`src/hw/rtl/gmps_ram.sv`:
```
// ----------------------------------------------------------------------------
// gmps_ram
// Generic single-write, single-read synchronous RAM with registered read data.
// ----------------------------------------------------------------------------
module gmps_ram #(
    parameter int WIDTH = 8,
    parameter int DEPTH = 16
) (
    input  logic                      i_clk,
    input  logic                      i_we,
    input  logic [$clog2(DEPTH)-1:0]  i_waddr,
    input  logic [WIDTH-1:0]          i_wdata,
    input  logic                      i_re,
    input  logic [$clog2(DEPTH)-1:0]  i_raddr,
    output logic [WIDTH-1:0]          o_rdata
);

    logic [WIDTH-1:0] r_mem [DEPTH];
    logic [WIDTH-1:0] r_rdata;

    always_ff @(posedge i_clk) begin
        if (i_we) begin
            r_mem[i_waddr] <= i_wdata;
        end
        if (i_re) begin
            r_rdata <= r_mem[i_raddr];
        end
    end

    assign o_rdata = r_rdata;

endmodule

```
`config.mk`:
```
export PLATFORM = sky130hd
export DESIGN_NAME = gmps_ram
export DESIGN_NICKNAME = d
export VERILOG_FILES = /design/src/hw/rtl/gmps_ram.sv
export SDC_FILE = /design/constraint.sdc
export NUM_CORES = 1
export LEC_CHECK = 0
export BUFFER_PORTS_ARGS = -buffer_cell sky130_fd_sc_hd__buf_4
export CORE_MARGIN = 3
export CORE_UTILIZATION = 40
export CTS_CLUSTER_SIZE = 30
export DETAILED_ROUTE_END_ITERATION = 7
export PLACE_DENSITY = 0.55
export SETUP_SLACK_MARGIN = 0.2
export SYNTH_ARGS = -nofsm -noshare
export SYNTH_HDL_FRONTEND = slang
export SYNTH_SLANG_ARGS = --single-unit
```
`constraint.sdc`:
```
create_clock -name i_clk -period 2 [get_ports i_clk]
set_input_delay 0.5 -clock i_clk [delete_from_list [all_inputs] [get_ports i_clk]]
set_output_delay 0.5 -clock i_clk [all_outputs]
set_load 0.01 [all_outputs]
```
==> results_dict.tcl, run 1 <==
set metrics [dict create \
    io_pins 27 \
    cts-htree-levels 4 \
    grt_pass1_wl_microns 15700 \
    reg2reg_depth 3 \
    combinationalPowerShare 0.051 \
    fin_crit_ns 1.58 \
    maxSlewHeadroom 0.741 \
    drc 0 \
    drt_wl_total_microns 10400 \
    row_count 41 \
    clk_path_buf_depth 2 \
    drv_slew 0 \
    synth_xor_area_frac 0 \
    drive_gt1_frac 0.339 \
    irDropWorstVdd_mv 0.536 \
    synth-seq-cells 136 \
    grt_pass1_vias 2558 \
    tightest_slew_ns 0.388 \
    rrSetupSlack_ns 0.49 \
    hold_path_class "in -> reg" \
    synthMuxAreaShare 0.148 \
    fin_nets 310 \
    post-route-period-util 0.792 \
    rr_endpoint "o_rdata[1]$_DFFE_PP_" \
    post-place-cells 444 \
    yosys.area_share.simple 0.0314 \
    p_sw_uw 1350 \
    fill_cells 1060 \
    core_area_sq_mm 0.0127 \
    clock-sinks 136 \
    ys_types 18 \
    grt_max_degree 22 \
    drtPass1Iterations 5 \
    yosysWarnings 0 \
    cts_root_buf "clkbuf_16" \
    end_kind "flip-flop" \
    worstSkewPairLatency_ns 0.41 \
    synth_nets 248 \
    wl_per_cell_microns 21.8 \
    ant_nets 0 \
    cap_violations 0 \
    cp.arrival_ns 1.75 \
    yosys.area_share.adder 0 \
    fp.dieW_microns 120 \
    grt_overflow 0 \
    drt-initial-drc-count 228 \
    outcome "finished, final reports clean" \
    power_uw 6430 \
    syn_area_sq_mm 0.00523 \
    cts_tree "yes" \
    netlist_instances 229 \
    sequentialPowerShare 0.503 \
    via_per_inst 5.20 \
    start_util 0.411 \
    synth_compound_area_frac 0.0230 \
    worstPathMaxFanout 15 \
    synth.avg_cell_area_sq_um 22.8 \
    port-buffer-count 26 \
    r2r_start "r_mem[5][1]$_DFFE_PP_" \
    rsz0062_at_grt "no" \
    cts_setup_buffers 0 \
    cts_hold_buf 0 \
    whs_path_depth 1 \
    p_clk_frac 0.446 \
    grt_usage 0.155 \
    finClkSkew_ns 0.00382 \
    internal_power_uw 5070 \
    cp-start-kind "primary input" \
    hold_path_end "r_mem[15][3]$_DFFE_PP_" \
    ys_seq_area_frac 0.781 \
    chipHeight_microns 120 \
    syn_to_final_growth_pct 21.5 \
    fp.dieArea_sq_mm 0.0145 \
    synth_top_family_by_area "multiplexers" \
    fmax_mhz 631 \
    vias 2476 \
    final_cells 476 \
    hold_viol 0 \
    switching_share 0.211 \
    hold_start "i_wdata[3]" \
    setup_viol 0 \
    cts_resized 0 \
    power_leakage_uw 0.00215 \
    cts_buffers 17 \
    path_class "in -> reg" \
    place_congestion 0.719 \
    antenna_found_initial 0 \
    clk_pin_slew_ns 0.06 \
    cellPowerDensity_mw_per_mm2 1010 \
    diodes 0 \
    hpwl_microns 6540 \
    required_ns 2.16 \
]
worst max-delay path, stage by stage:
cell and delay [ns]:
buf_4 0.12, buf_12 0.17, buf_4 0.14, mux4_1 0.53
a22oi_1 0.19, nand2_1 0.07
synth_stat cells, drive strengths merged:
cell | instances | area share
a22oi | 16 | 0.023
and2 | 1 | 0.0012
and2b | 1 | 0.0014
buf | 7 | 0.011
clkdlybuf4s25 | 3 | 0.0057
edfxtp | 136 | 0.78
mux4 | 32 | 0.15
nand2 | 9 | 0.0065
nand2b | 2 | 0.0024
nand3 | 1 | 0.00096
nand3b | 2 | 0.0029
nor2 | 13 | 0.0093
nor2b | 1 | 0.0012
nor3 | 4 | 0.0038
or3b | 1 | 0.0017
registers in the layout (all words and copies together) (netlist names):
signal / cells
r_mem: 128
o_rdata: 8
cell type report:
cell class | instances | area [sq um] | area share
Sequential cell | 136 | 4080 | 0.643
Timing Repair Buffer | 53 | 435 | 0.0685
Tap cell | 172 | 215 | 0.0339
Clock inverter | 15 | 131 | 0.0207
Clock buffer | 17 | 425 | 0.0670
Multi-Input combinational cell | 83 | 1060 | 0.167
worst max path at each step:
| stage | from | endpoint | slack (ns) |
|---|---|---|---|
| 4_1_cts | i_raddr[0] | o_rdata[1]$_DFFE_PP_ | 0.37 |
| 3_5_place_dp | i_raddr[0] | o_rdata[1]$_DFFE_PP_ | -0.05 |
| 2_1_floorplan | i_raddr[0] | o_rdata[1]$_DFFE_PP_ | 0.22 |
| 5_1_grt | i_raddr[0] | o_rdata[1]$_DFFE_PP_ | 0.34 |
| 3_3_place_gp | i_raddr[0] | o_rdata[2]$_DFFE_PP_ | -0.04 |
| 6_report | i_raddr[0] | o_rdata[2]$_DFFE_PP_ | 0.42 |
per-stage QoR:
stage,area (sq um),hold slack [ns],worst slack [ns],TNS (ns),utilization
final,6350,0.390,0.415,0,0.499
after global routing,6350,0.397,0.339,0,0.499
after CTS,6350,0.389,0.370,0,0.499
after detailed placement,5800,0.744,-0.0459,-0.0832,0.456
after global placement,5800,0.738,-0.0376,-0.0612,0.456
after floorplan,5230,0.599,0.218,0,-
per-layer routing:
layer / global-route usage / part of all wire / vias up
met2: 0.239 / 0.50 / 72
met5: 0 / 0 / -
met3: 0.0435 / 0.049 / 9
met1: 0.215 / 0.44 / 1290
li1: - / - / 1105
met4: 0.0531 / 0.0068 / 0
power groups by stage:
stage | sequential, uW | clock (uW) | combinational [uW]
2_1_floorplan | 3290 | 0 | 162
3_3_place_gp | 3290 | 0 | 335
3_5_place_dp | 3290 | 0 | 338
4_1_cts | 3230 | 2900 | 340
5_1_grt | 3230 | 3040 | 361
6_report | 3230 | 2870 | 331
placed cells by master, fill, tap and decap left out, drive strengths merged:
| master | n |
|---|---|
| or3b | 1 |
| bufinv | 1 |
| nand3 | 1 |
| clkbuf | 17 |
| inv | 1 |
| mux4 | 32 |
| nor3 | 4 |
| nor2 | 13 |
| nor2b | 1 |
| clkinv | 10 |
| and2 | 1 |
| buf | 53 |
| nand2 | 9 |
| edfxtp | 136 |
| a22oi | 16 |
| and2b | 1 |
| nand3b | 2 |
| clkinvlp | 3 |
| nand2b | 2 |
cells by family (layout without fill, tap and decap cells):
| family | after synthesis | after routing |
|---|---|---|
| and+or+nand+nor | 35 | 35 |
| muxes | 32 | 32 |
| AOI/OAI and AO/OA | 16 | 16 |
| buffers and inverters | 10 | 85 |
| DFF | 136 | 136 |
Power figures use the tool's default switching activity.
==> run 2, diff against run 1 <==
Settings changed: ABC_AREA set to 1.
Clock period 2 ns to 1.3 ns, I/O delays scaled along.
==> run 2 against run 1 <==
- the run now ends with negative setup slack left
- cell count up 66%
- register-to-register slack worse by 0.27 ns
- clock-buffer cell count up 4
- worst hold slack worse by 0.17 ns
==> results_dict.tcl, run 2 <==
set metrics [dict create \
    post-route-period-util 1.02 \
    worstPathMaxFanout 1 \
    hold_path_class "in -> reg" \
    largest_register "r_mem" \
    synthTopCellsByCount "nand2_1 (173), edfxtp_1 (136), inv_1 (100), nand3_1 (97), nor2_1 (17)" \
    power_uw 10900 \
    synth_top_area_share 0.698 \
    io_pins 27 \
    cts_buffers 17 \
    clock-sinks 136 \
    wl_per_cell_microns 18.4 \
    fp.dieW_microns 127 \
    start_util 0.415 \
    synth-seq-cells 136 \
    antenna_found_initial 0 \
    drt-initial-drc-count 391 \
    yosysTopAreaCell "edfxtp_1" \
    crit_chain "buf_6" \
    cp.arrival_ns 1.01 \
    row_count 43 \
    fp.dieArea_sq_mm 0.0161 \
    drt_wl_total_microns 14500 \
    drc 0 \
    drv_slew 0 \
    hold_viol 0 \
    setup_viol 2 \
    final_cell_mix "nand2_1 (151), edfxtp_1 (136), inv_1 (93), nand3_2 (55), nand3_1 (42)" \
    max_stage_delay_ns 0.44 \
    synthArstFlopShare 0 \
    grt_usage 0.189 \
    yosysWarnings 0 \
    worst_slack_ns -0.0323 \
    via_per_inst 4.97 \
    outcome "complete, but fails checks" \
    synth.most_common_cell "nand2_1" \
    clk_pin_slew_ns 0.05 \
    vias 3934 \
    crit_buf_inv 1 \
    core_area_sq_mm 0.0141 \
    fmax_mhz 751 \
    final_util 0.536 \
    syn_area_sq_mm 0.00585 \
    ys_seq_area_frac 0.698 \
    synth-edff-count 136 \
    cts_hold_buf 0 \
    violations "negative setup slack" \
    path_class "reg -> out" \
    slowest_stage "edfxtp_1" \
    final_cells 791 \
    grt_pass1_wl_microns 22300 \
    final_common_cell "nand2_1" \
    ys_types 11 \
    place_congestion 0.798 \
    netlist_instances 551 \
    cts_tree "yes" \
    yosys-top-cells-area "edfxtp_1 (70%), nand2_1 (11%), nand3_1 (8.3%)" \
    syn_to_final_growth_pct 29.3 \
    rsz0062_at_grt "yes" \
    required_ns 0.98 \
    drive_gt1_frac 0.295 \
    tightest_slew_ns 0.340 \
    finClkSkew_ns 0.00336 \
    maxSlewHeadroom 0.773 \
    grt_overflow 0 \
    chipHeight_microns 127 \
    cts-htree-levels 4 \
    fin_crit_ns 1.33 \
    cap_violations 0 \
    timing.hold.ws_ns 0.219 \
    irDropWorstVdd_mv 0.907 \
    synth.avg_cell_area_sq_um 10.6 \
    cp-start-kind "flip-flop" \
    cts_setup_buffers 0 \
    grt_pass1_vias 3785 \
    cp_top_family "flip-flops" \
    fin_nets 617 \
    clk_path_buf_depth 2 \
    ant_nets 0 \
    port-buffer-count 26 \
    hpwl_microns 9210 \
    worstSkewPairLatency_ns 0.41 \
    post-place-cells 758 \
    grt_max_degree 42 \
    synth_ff_type "edfxtp_1" \
    cts_root_buf "clkbuf_16" \
    power_leakage_uw 0.00317 \
    synth_nets 570 \
    drtPass1Iterations 5 \
    end_kind "primary output" \
    cellPowerDensity_mw_per_mm2 1440 \
    diodes 0 \
    largest_register_ffs 128 \
]
-- run 2: timing repair --
action	in CTS	in global routing
cloned	0	1
pin swaps	2	47
endpoints found under the setup margin	13	16
gates resized for setup	17	62
-- run 2: metrics by stage --
step	setup TNS [ns]	area (sq um)	setup slack, ns
final	-0.0558	7560	-0.0323
after global routing	-0.200	7560	-0.0560
after CTS	-0.110	7280	-0.0377
after detailed placement	-10.47	6590	-0.249
after global placement	-8.38	6590	-0.237
after floorplan	0	6060	0.101
-- run 2: per-layer routing --
layer | GRT usage | up-vias | routed length, microns
met5 | 0 | - | 0
met4 | 0.0631 | 0 | 255
met3 | 0.0400 | 21 | 651
met2 | 0.291 | 104 | 6860
met1 | 0.267 | 1931 | 6750
li1 | - | 1878 | -
-- run 2: cells by family (layout without fill, tap and decap cells) --
kind of cell           count (synthesis)  in the layout  share of synthesized area
buffers and inverters                126            186                     0.0939
flip-flops                           136            136                      0.698
AND/OR/NAND/NOR                      289            289                      0.208
-- run 2: area by class of cell --
type                       instances  area (sq um)
clock buffer                      21           440
timing repair buffer              52           621
clock inverter                    11           178
multi-input combinational        289          1620
inverter                         102           390
tap                              180           225
fill                            1229          6530
sequential                       136          4080
-- run 2: path summary, 6_finish.rpt --
kind / end / startpoint / depth (start not counted) / slack [ns]
max: o_rdata[2] / o_rdata[2]$_DFFE_PP_ / 1 / -0.03
min: o_rdata[0]$_DFFE_PP_ / i_re / 1 / 0.22
max reg2reg: o_rdata[0]$_DFFE_PP_ / r_mem[0][0]$_DFFE_PP_ / 6 / 0.22
min reg2reg: o_rdata[5]$_DFFE_PP_ / r_mem[12][5]$_DFFE_PP_ / 6 / 0.77
-- run 2: power by group --
group | switching, uW | internal, uW | leakage, uW
Clock | 1690 | 3370 | 0.000304
Combinational | 524 | 308 | 0.00163
Sequential | 35.6 | 4940 | 0.00124
==> run 3, diff against run 2 <==
Settings changed: CELL_PAD_IN_SITES_DETAIL_PLACEMENT set to 0, CELL_PAD_IN_SITES_GLOBAL_PLACEMENT set to 1, PLACE_DENSITY 0.55 to 0.66.
==> run 3 against run 2 <==
- the flow still finishes with violations (negative setup slack)
- clock-buffer cell count decreased by 2
- fmax up 0.25%
- core utilization is 0.24 points lower
- die area is the same
- sequential power barely moved
- first-iteration DRC count shrank 19%
- largest cell class unchanged
==> results_dict.tcl, run 3 (synthesis results as in run 2) <==
set metrics [dict create \
    cellPowerDensity_mw_per_mm2 1360 \
    setup_viol 2 \
    drtPass1Iterations 4 \
    start_util 0.415 \
    fp.dieW_microns 127 \
    fin_crit_ns 1.33 \
    fmax_mhz 753 \
    crit_buf_inv 1 \
    grt_pass1_vias 3916 \
    rr_endpoint "o_rdata[4]$_DFFE_PP_" \
    port-buffer-count 26 \
    syn_to_final_growth_pct 28.8 \
    diodes 0 \
    via_per_inst 4.82 \
    cts_tree "yes" \
    drt-initial-drc-count 316 \
    clk_path_buf_depth 2 \
    fin_area_sq_mm 0.00753 \
    drv_slew 0 \
    irDropWorstVdd_mv 0.996 \
    drt_wl_total_microns 14100 \
    fin_nets 626 \
    cts-htree-levels 4 \
    hold_viol 0 \
    worstSkewPairLatency_ns 0.42 \
    path_depth 1 \
    cap_violations 0 \
    r2r_start "r_mem[5][4]$_DFFE_PP_" \
    fp.dieArea_sq_mm 0.0161 \
    required_ns 0.98 \
    crit_end "o_rdata[0]" \
    largest_register "r_mem" \
    cp-start-kind "flip-flop" \
    io_pins 27 \
    core_area_sq_mm 0.0141 \
    drc 0 \
    final_common_cell "nand2_1" \
    rsz0062_at_grt "yes" \
    hpwl_microns 9160 \
    row_count 43 \
    cts_buffers 17 \
    antenna_found_initial 0 \
    clk_pin_slew_ns 0.06 \
    power_leakage_uw 0.00317 \
    dp_slack_ns -0.259 \
    ant_nets 0 \
    slowest_stage "edfxtp_1" \
    max_stage_delay_ns 0.43 \
    crit_chain "buf_6" \
    rrSetupSlack_ns 0.20 \
    grt_usage 0.188 \
    worst_slack_ns -0.0289 \
    reg2reg_depth 6 \
    violations "negative setup slack" \
    place_area_sq_mm 0.00670 \
    cp_top_family "flip-flops" \
    grt_max_degree 38 \
    wl_per_cell_microns 17.7 \
    drive_gt1_frac 0.269 \
    cts_root_buf "clkbuf_16" \
    largest_register_ffs 128 \
    hold_path_class "in -> reg" \
    tightest_slew_ns 0.496 \
    post-route-period-util 1.02 \
    crit_start "o_rdata[0]$_DFFE_PP_" \
    fill_cells 1246 \
    cts_setup_buffers 0 \
    cp.arrival_ns 1.00 \
    vias 3856 \
    final_cell_mix "nand2_1 (157), edfxtp_1 (136), inv_1 (99), nand3_1 (51), nand3_2 (44)" \
    chipHeight_microns 127 \
    grt_overflow 0 \
    end_kind "primary output" \
    place_congestion 0.786 \
    outcome "complete, but fails checks" \
    grt_pass1_wl_microns 22300 \
    finClkSkew_ns 0.00896 \
    maxSlewHeadroom 0.669 \
    path_class "reg -> out" \
    clock-sinks 136 \
    fin_setup_tns_ns -0.0469 \
    worstPathMaxFanout 1 \
]
-- run 3: changes by cell type in the layout (fill, tap and decap cells not counted), sizes merged --
cell | before | now
buf | 51 | 61
bufinv | 5 | 2
clkbuf | 22 | 19
clkinv | 6 | 10
clkinvlp | 0 | 1
-- run 3: final cells by class --
| cell class | count | area [sq um] | share of cell area |
|---|---|---|---|
| well taps | 180 | 225 | 0.0299 |
| repair buffers | 61 | 701 | 0.0931 |
| clock inverters | 13 | 111 | 0.0148 |
| inverters | 102 | 390 | 0.0519 |
| flip-flops and latches | 136 | 4080 | 0.542 |
| clock buffers | 19 | 433 | 0.0575 |
| multi-input cells | 289 | 1580 | 0.210 |
-- run 3: metal layers --
| metal | global-route usage | vias up | part of all wire |
|---|---|---|---|
| li1 | - | 1902 | - |
| met1 | 0.254 | 1848 | 0.45 |
| met2 | 0.295 | 89 | 0.48 |
| met3 | 0.0560 | 17 | 0.059 |
| met4 | 0.0543 | 0 | 0.017 |
| met5 | 0 | - | 0 |
-- run 3: how the worst min path moves through the flow --
stage	from	endpoint	slack (ns)	cells past startpoint
2_1_floorplan	i_wdata[0]	r_mem[0][0]$_DFFE_PP_	0.42	0
3_3_place_gp	i_re	o_rdata[4]$_DFFE_PP_	0.65	1
3_5_place_dp	i_re	o_rdata[6]$_DFFE_PP_	0.64	1
4_1_cts	i_re	o_rdata[5]$_DFFE_PP_	0.20	1
5_1_grt	i_re	o_rdata[6]$_DFFE_PP_	0.21	1
6_report	i_re	o_rdata[5]$_DFFE_PP_	0.21	1
-- run 3: repair_timing --
| action | CTS | global route |
|---|---|---|
| gates cloned | 0 | 0 |
| pin swaps | 4 | 31 |
| hold buffers | 0 | 0 |
| endpoints found under the setup margin | 14 | 16 |
| gates resized for setup | 22 | 37 |
-- run 3: per-stage QoR --
stage,power [uW],util,hold slack (ns),std cells
after floorplan,5470,-,0.424,551
after global placement,5810,0.475,0.649,768
after detailed placement,5810,0.475,0.643,768
after CTS,10300,0.521,0.203,800
after global routing,10600,0.534,0.206,800
final,10200,0.534,0.215,800
-- run 3: power by group --
group	internal, uW	switching, uW	total [uW]	leakage, uW
logic	308	514	822	0.00167
clock network	2760	1690	4450	0.000268
registers	4940	32.3	4980	0.00124
total	8010	2230	10200	0.00317
